$ cat config.mk
export PLATFORM = sky130hd
export DESIGN_NAME = binary_to_decimal_ascii_unit
export DESIGN_NICKNAME = d
export VERILOG_FILES = /design/src/rtl/b2da_pkg.sv /design/src/rtl/binary_to_decimal_ascii_unit.sv /design/src/rtl/b2da_cell.sv /design/src/rtl/b2da_serializer.sv
export SDC_FILE = /design/constraint.sdc
export NUM_CORES = 2
export LEC_CHECK = 0
export BUFFER_PORTS_ARGS = -buffer_cell sky130_fd_sc_hd__buf_2
export CORE_MARGIN = 2
export CORE_UTILIZATION = 58
export DETAILED_ROUTE_END_ITERATION = 10
export PLACE_DENSITY = 0.74
export SYNTH_ARGS = -nofsm -noshare
export SYNTH_HDL_FRONTEND = slang
export SYNTH_SLANG_ARGS = --single-unit
$ cat constraint.sdc
create_clock -name clk -period 16.3 [get_ports clk]
set_input_delay 2.445 -clock clk [delete_from_list [all_inputs] [get_ports clk]]
set_output_delay 2.445 -clock clk [all_outputs]
set_load 0.02 [all_outputs]
$ cat src/rtl/b2da_pkg.sv
// Shared types and constants for the binary to decimal ASCII converter.
// No dependencies; imported by every module of the block and by its checker.
package b2da_pkg;

  localparam int VALUE_W        = 32;
  localparam int VALUE_BITS_DEF = 32;
  localparam int DIGITS         = 10;
  localparam int DIGIT_IDX_W    = $clog2(DIGITS);
  localparam int CHAR_W         = 6;

  localparam logic [CHAR_W-1:0] ASCII_ZERO = 6'd48;
  localparam logic [CHAR_W-1:0] ASCII_NINE = 6'd57;

  typedef logic [DIGITS-1:0][3:0] bcd_t;

  // BCD accumulator plus the binary bits still to be shifted in, MSB at the top
  typedef struct packed {
    bcd_t               bcd;
    logic [VALUE_W-1:0] bin;
  } cell_data_t;

endpackage

$ cat src/rtl/binary_to_decimal_ascii_unit.sv
// Binary to decimal ASCII converter, top level.
// Depends on b2da_pkg, b2da_cell and b2da_serializer.
//
// Usage:
//   Input channel: value / value_valid / value_stall. The low VALUE_BITS bits
//   of value are converted; higher bits are ignored.
//   Output channel: digit_char / last / digit_valid / digit_stall. One beat per
//   decimal digit, most significant first, no leading zeros ('0' for zero);
//   last marks the final digit of a number.
//   Path: each number passes through the chain of cells, then the serializer
//   register, before its first digit is shown, when the output is free.
//   Throughput: a number with n digits (1 to 10) takes n digit beats of the
//   output; that single digit port sets the sustained rate. The chain of
//   VALUE_BITS cells holds up to VALUE_BITS numbers in flight and moves as one.
//   Stall: while the receiver stalls, the current digit holds; once the chain
//   end is full and waiting, value_stall rises.
//   Reset (rst, synchronous): empties the chain and the output; nothing emitted.
module binary_to_decimal_ascii_unit #(
  parameter int VALUE_BITS = b2da_pkg::VALUE_BITS_DEF
) (
  input  logic                          clk,
  input  logic                          rst,
  input  logic [b2da_pkg::VALUE_W-1:0]  value,
  input  logic                          value_valid,
  output logic                          value_stall,
  output logic [b2da_pkg::CHAR_W-1:0]   digit_char,
  output logic                          last,
  output logic                          digit_valid,
  input  logic                          digit_stall
);
  import b2da_pkg::*;

  localparam int ALIGN = VALUE_W - VALUE_BITS;

  logic       en;
  logic       take;
  cell_data_t head;
  logic       cell_valid [VALUE_BITS];
  cell_data_t cell_data  [VALUE_BITS];

  // bits above VALUE_BITS fall off the top of the aligned word
  assign head = '{bcd: '0, bin: VALUE_W'(value << ALIGN)};

  assign en          = !cell_valid[VALUE_BITS-1] || take;
  assign value_stall = !en;

  for (genvar i = 0; i < VALUE_BITS; i++) begin : g_cell
    if (i == 0) begin : g_first
      b2da_cell u_cell (
        .clk      (clk),
        .rst      (rst),
        .en       (en),
        .valid_in (value_valid),
        .data_in  (head),
        .valid    (cell_valid[i]),
        .data     (cell_data[i])
      );
    end else begin : g_next
      b2da_cell u_cell (
        .clk      (clk),
        .rst      (rst),
        .en       (en),
        .valid_in (cell_valid[i-1]),
        .data_in  (cell_data[i-1]),
        .valid    (cell_valid[i]),
        .data     (cell_data[i])
      );
    end
  end

  b2da_serializer u_ser (
    .clk         (clk),
    .rst         (rst),
    .load_valid  (cell_valid[VALUE_BITS-1]),
    .load_data   (cell_data[VALUE_BITS-1].bcd),
    .take        (take),
    .digit_valid (digit_valid),
    .digit_stall (digit_stall),
    .digit_char  (digit_char),
    .last        (last)
  );

endmodule

$ cat src/rtl/b2da_cell.sv
// One double-dabble step: add-3 on every BCD digit of 5 or more, then shift in one bit.
// Depends on b2da_pkg.
module b2da_cell (
  input  logic                   clk,
  input  logic                   rst,
  input  logic                   en,
  input  logic                   valid_in,
  input  b2da_pkg::cell_data_t   data_in,
  output logic                   valid,
  output b2da_pkg::cell_data_t   data
);
  import b2da_pkg::*;

  bcd_t       adj;
  cell_data_t data_next;

  always_comb begin
    for (int k = 0; k < DIGITS; k++) begin
      if (data_in.bcd[k] >= 4'd5) begin
        adj[k] = data_in.bcd[k] + 4'd3;
      end else begin
        adj[k] = data_in.bcd[k];
      end
    end
    // top bit of the top digit never carries for a 32-bit value
    data_next.bcd = {adj[DIGITS-1][2:0], adj[DIGITS-2:0], data_in.bin[VALUE_W-1]};
    data_next.bin = {data_in.bin[VALUE_W-2:0], 1'b0};
  end

  always_ff @(posedge clk) begin
    if (rst) begin
      valid <= 1'b0;
    end else if (en) begin
      valid <= valid_in;
    end
  end

  always_ff @(posedge clk) begin
    if (en) begin
      data <= data_next;
    end
  end

endmodule

$ cat src/rtl/b2da_serializer.sv
// Takes a finished BCD word from the end of the cell chain and sends its digits
// as ASCII, most significant first, leading zeros dropped. Depends on b2da_pkg.
module b2da_serializer (
  input  logic                          clk,
  input  logic                          rst,
  input  logic                          load_valid,
  input  b2da_pkg::bcd_t                load_data,
  output logic                          take,
  output logic                          digit_valid,
  input  logic                          digit_stall,
  output logic [b2da_pkg::CHAR_W-1:0]   digit_char,
  output logic                          last
);
  import b2da_pkg::*;

  logic                   busy;
  bcd_t                   bcd;
  logic [DIGIT_IDX_W-1:0] idx;
  logic [DIGIT_IDX_W-1:0] top;
  logic                   beat_done;

  // highest non-zero digit; zero value still gives one digit
  always_comb begin
    top = '0;
    for (int k = 1; k < DIGITS; k++) begin
      if (load_data[k] != 4'd0) begin
        top = DIGIT_IDX_W'(k);
      end
    end
  end

  assign beat_done = busy && !digit_stall;
  // a new word comes in on the same edge the final digit leaves
  assign take      = !busy || (beat_done && last);

  always_ff @(posedge clk) begin
    if (rst) begin
      busy <= 1'b0;
    end else if (take) begin
      busy <= load_valid;
    end
  end

  always_ff @(posedge clk) begin
    if (take) begin
      bcd <= load_data;
      idx <= top;
    end else if (beat_done) begin
      idx <= idx - 1'b1;
    end
  end

  assign digit_valid = busy;
  assign digit_char  = ASCII_ZERO + {2'b00, bcd[idx]};
  assign last        = (idx == '0);

endmodule

==> impl_metrics.json <==
{
  "status": "finished, final reports clean",
  "path_buf_inv": 6,
  "antenna_found_initial": 0,
  "grt_first_pass_wirelength_um": 115900,
  "p_sw_share_pct": 29.24,
  "use_met2_pct": 26.65,
  "hpwl_um": 42930,
  "synth_top_area_share_pct": 68.65,
  "p_per_area_nw_per_um2": 181.4,
  "insertion_delay_ns": 0.73,
  "setup_viol": 0,
  "yosysTopAreaCell": "edfxtp_1",
  "max_freq_mhz": 138.9,
  "yosys_register_bits": 1253,
  "start_util_pct": 58.40,
  "ys_warn_count": 0,
  "syn_inst": 3837,
  "grt.total_usage_pct": 14.81,
  "synthTopCellsByArea": "edfxtp_1 69%, ha_1 7.4%, nand2_1 4.1%",
  "top_usage_layer": "met2",
  "fin_cells": 5301,
  "wirelength_um": 68450,
  "r2r-start": "u_ser.idx[0]",
  "drcViolationCount": 0,
  "rows": 111,
  "hold_ws_ns": 0.4077,
  "fin_util_pct": 64.79,
  "vias": 27008,
  "fin_area_um2": 59210,
  "port_buffers": 42,
  "crit_type": "in2reg",
  "yosysMostFrequentCell": "edfxtp_1",
  "maxCapViolCount": 0,
  "crit_chain": "buf_2, or4b_4, nand3_4, buf_4, buf_4, buf_4, buf_4, buf_4",
  "drtAntennaViolNets": 0,
  "clock_skew_ns": 0.03113,
  "p_comb_share_pct": 24.0,
  "endpoint_kind": "register",
  "syn_avg_cell_area_um2": 13.91,
  "fin_setup_tns_ns": 0,
  "drive_above_1_share_pct": 6.051,
  "die_y_um": 307.3,
  "coreArea_um2": 91390,
  "cts-hold-fix-buffers": 0,
  "synth-edff-count": 1220,
  "numCtsBuffers": 131,
  "cts_tree": "done",
  "synth.top_cells.by_count": "1220 x edfxtp_1, 589 x nand2_1, 319 x inv_1",
  "min_from": "g_cell[16].g_next.u_cell.data[23]",
  "drtIter0Drc": 1553,
  "p_sw_mw": 3.140,
  "clkPwrFrac_pct": 26.4,
  "cts.htree.levels": 4,
  "async_flop_share_pct": 0,
  "path_clk_slew_ns": 0.06,
  "clockBufferDepth": 3,
  "cts_post_setup_buffers_inserted": 0,
  "slowest_stage": "buf_4",
  "seqPwrFrac_pct": 49.6,
  "path_common_cell": "buf_4",
  "syn_area_um2": 53360,
  "grt_use_met3_pct": 3.351,
  "vias_per_cell": 5.095,
  "gr-total-overflow": 0,
  "cp.required_ns": 16.64,
  "fin_crit_ns": 7.201,
  "die_x_um": 307.3,
  "synth_seq_area_share_pct": 69.89,
  "grt_start_max_net_pins": 196,
  "fin_crit_sh_pct": 44.18,
  "crit_fanout": 81,
  "dieArea_um2": 94450,
  "first_global_vias": 26370,
  "cp-start-kind": "input pin",
  "worst_path_largest_cell_delay_ns": 0.85,
  "num_io_pins": 45,
  "rsz0062_at_grt": "false",
  "leakagePower_nw": 24.70,
  "gp_congestion": 0.7703,
  "hold_violations": 0,
  "clock_sinks": 1253,
  "tightest_slew_ns": 1.004,
  "hold_path_class": "reg2reg",
  "p_int_mw": 7.599,
  "ir_drop_v": 0.0001192,
  "met1_usage_pct": 16.98,
  "cp-startpoint": "digit_stall",
  "antenna_cells": 0,
  "cts-root-buf": "clkbuf_16",
  "place_inst": 5068,
  "wire_per_inst_um": 12.91,
  "cts_resized": 0,
  "relSlewSlack_pct": 33.03,
  "path_delay_family": "buffers and inverters",
  "yosys.cell_types.count": 37,
  "fin_nets": 4367,
  "dominantRegCellSynth": "edfxtp_1",
  "drv_slew": 0,
  "crit_arrival_ns": 7.54,
  "place_area_um2": 55090,
  "area_growth_pct": 10.94,
  "firstDrtPassIters": 5
}
cell type report:
class	count	area (µm²)
Sequential cell	1253	37300
Fill cell	6385	32180
Multi-Input combinational cell	2253	14770
Clock buffer	167	3486
Tap cell	1186	1484
Inverter	319	1197
Clock inverter	66	626.9
Timing Repair Buffer	57	347.8
metal layers:
layer  part of all wire, %  routed length [µm]
met5                     0                   0
met2                    52               35430
met1                    42               28700
met3                   3.4                2360
met4                   2.9                1967
power by group through the flow:
stage	registers [mW]	logic (mW)	clock network, mW
2_1_floorplan	5.18	2.16	0
3_3_place_gp	5.36	2.47	0
3_5_place_dp	5.39	2.59	0
4_1_cts	5.34	2.62	2.92
5_1_grt	5.45	3.00	3.05
6_report	5.33	2.58	2.84
stage by stage:
stage	total power, mW	worst slack (ns)
after floorplan	7.344	6.766
after global placement	7.827	8.358
after detailed placement	7.988	8.245
after CTS	10.88	9.057
after global routing	11.50	8.665
final	10.74	9.099
kinds of logic after synthesis:
group,count (synthesis),synth area share (%)
buffers and inverters,332,2.459
XOR/XNOR,157,2.577
AO/OA/AOI/OAI,495,4.748
adder cells (fa/ha/maj),316,7.409
flip-flops,1253,69.89
other,1,0.007027
multiplexers,189,3.733
AND/OR/NAND/NOR,1094,9.179
cells in the final DEF (no fill, tap or decap), types with 5 or more instances in the layout:
cell type     n
a21oi_1     168
clkbuf_16   133
clkinv_1     21
xnor2_1     156
inv_6         8
nor2b_1       5
clkinv_2     19
o21ai_0     305
nand2b_1    291
mux4_2        8
ha_1        316
buf_2        42
inv_1       319
nor4_1        7
o22a_1        5
nor2_1      194
clkbuf_1     31
edfxtp_1   1220
nand2_1     589
bufinv_16     9
o21a_1        6
mux2i_1     181
buf_4        13
dfxtp_1      33
path summary, 6_finish.rpt:
kind | slack [ns] | depth (start not counted) | end
worst min register to register | 0.41 | 0 | g_cell[17].g_next.u_cell.data[24]
worst min-delay path | 0.41 | 0 | g_cell[17].g_next.u_cell.data[24]
worst max-delay path | 9.10 | 8 | g_cell[2].g_next.u_cell.data[19]
worst max register to register | 9.91 | 9 | g_cell[2].g_next.u_cell.data[19]
registers in the layout, summed over array words and instances, names as in the netlist:
name and flops:
u_ser.digit_valid 1, u_ser.idx 4, g_cell.g_first.u_cell.data 32, u_ser.bcd 40, g_cell.g_first.u_cell.valid 1, g_cell.g_next.u_cell.data 1144
g_cell.g_next.u_cell.valid 31
Note: power is estimated with default switching activity, not from simulation.
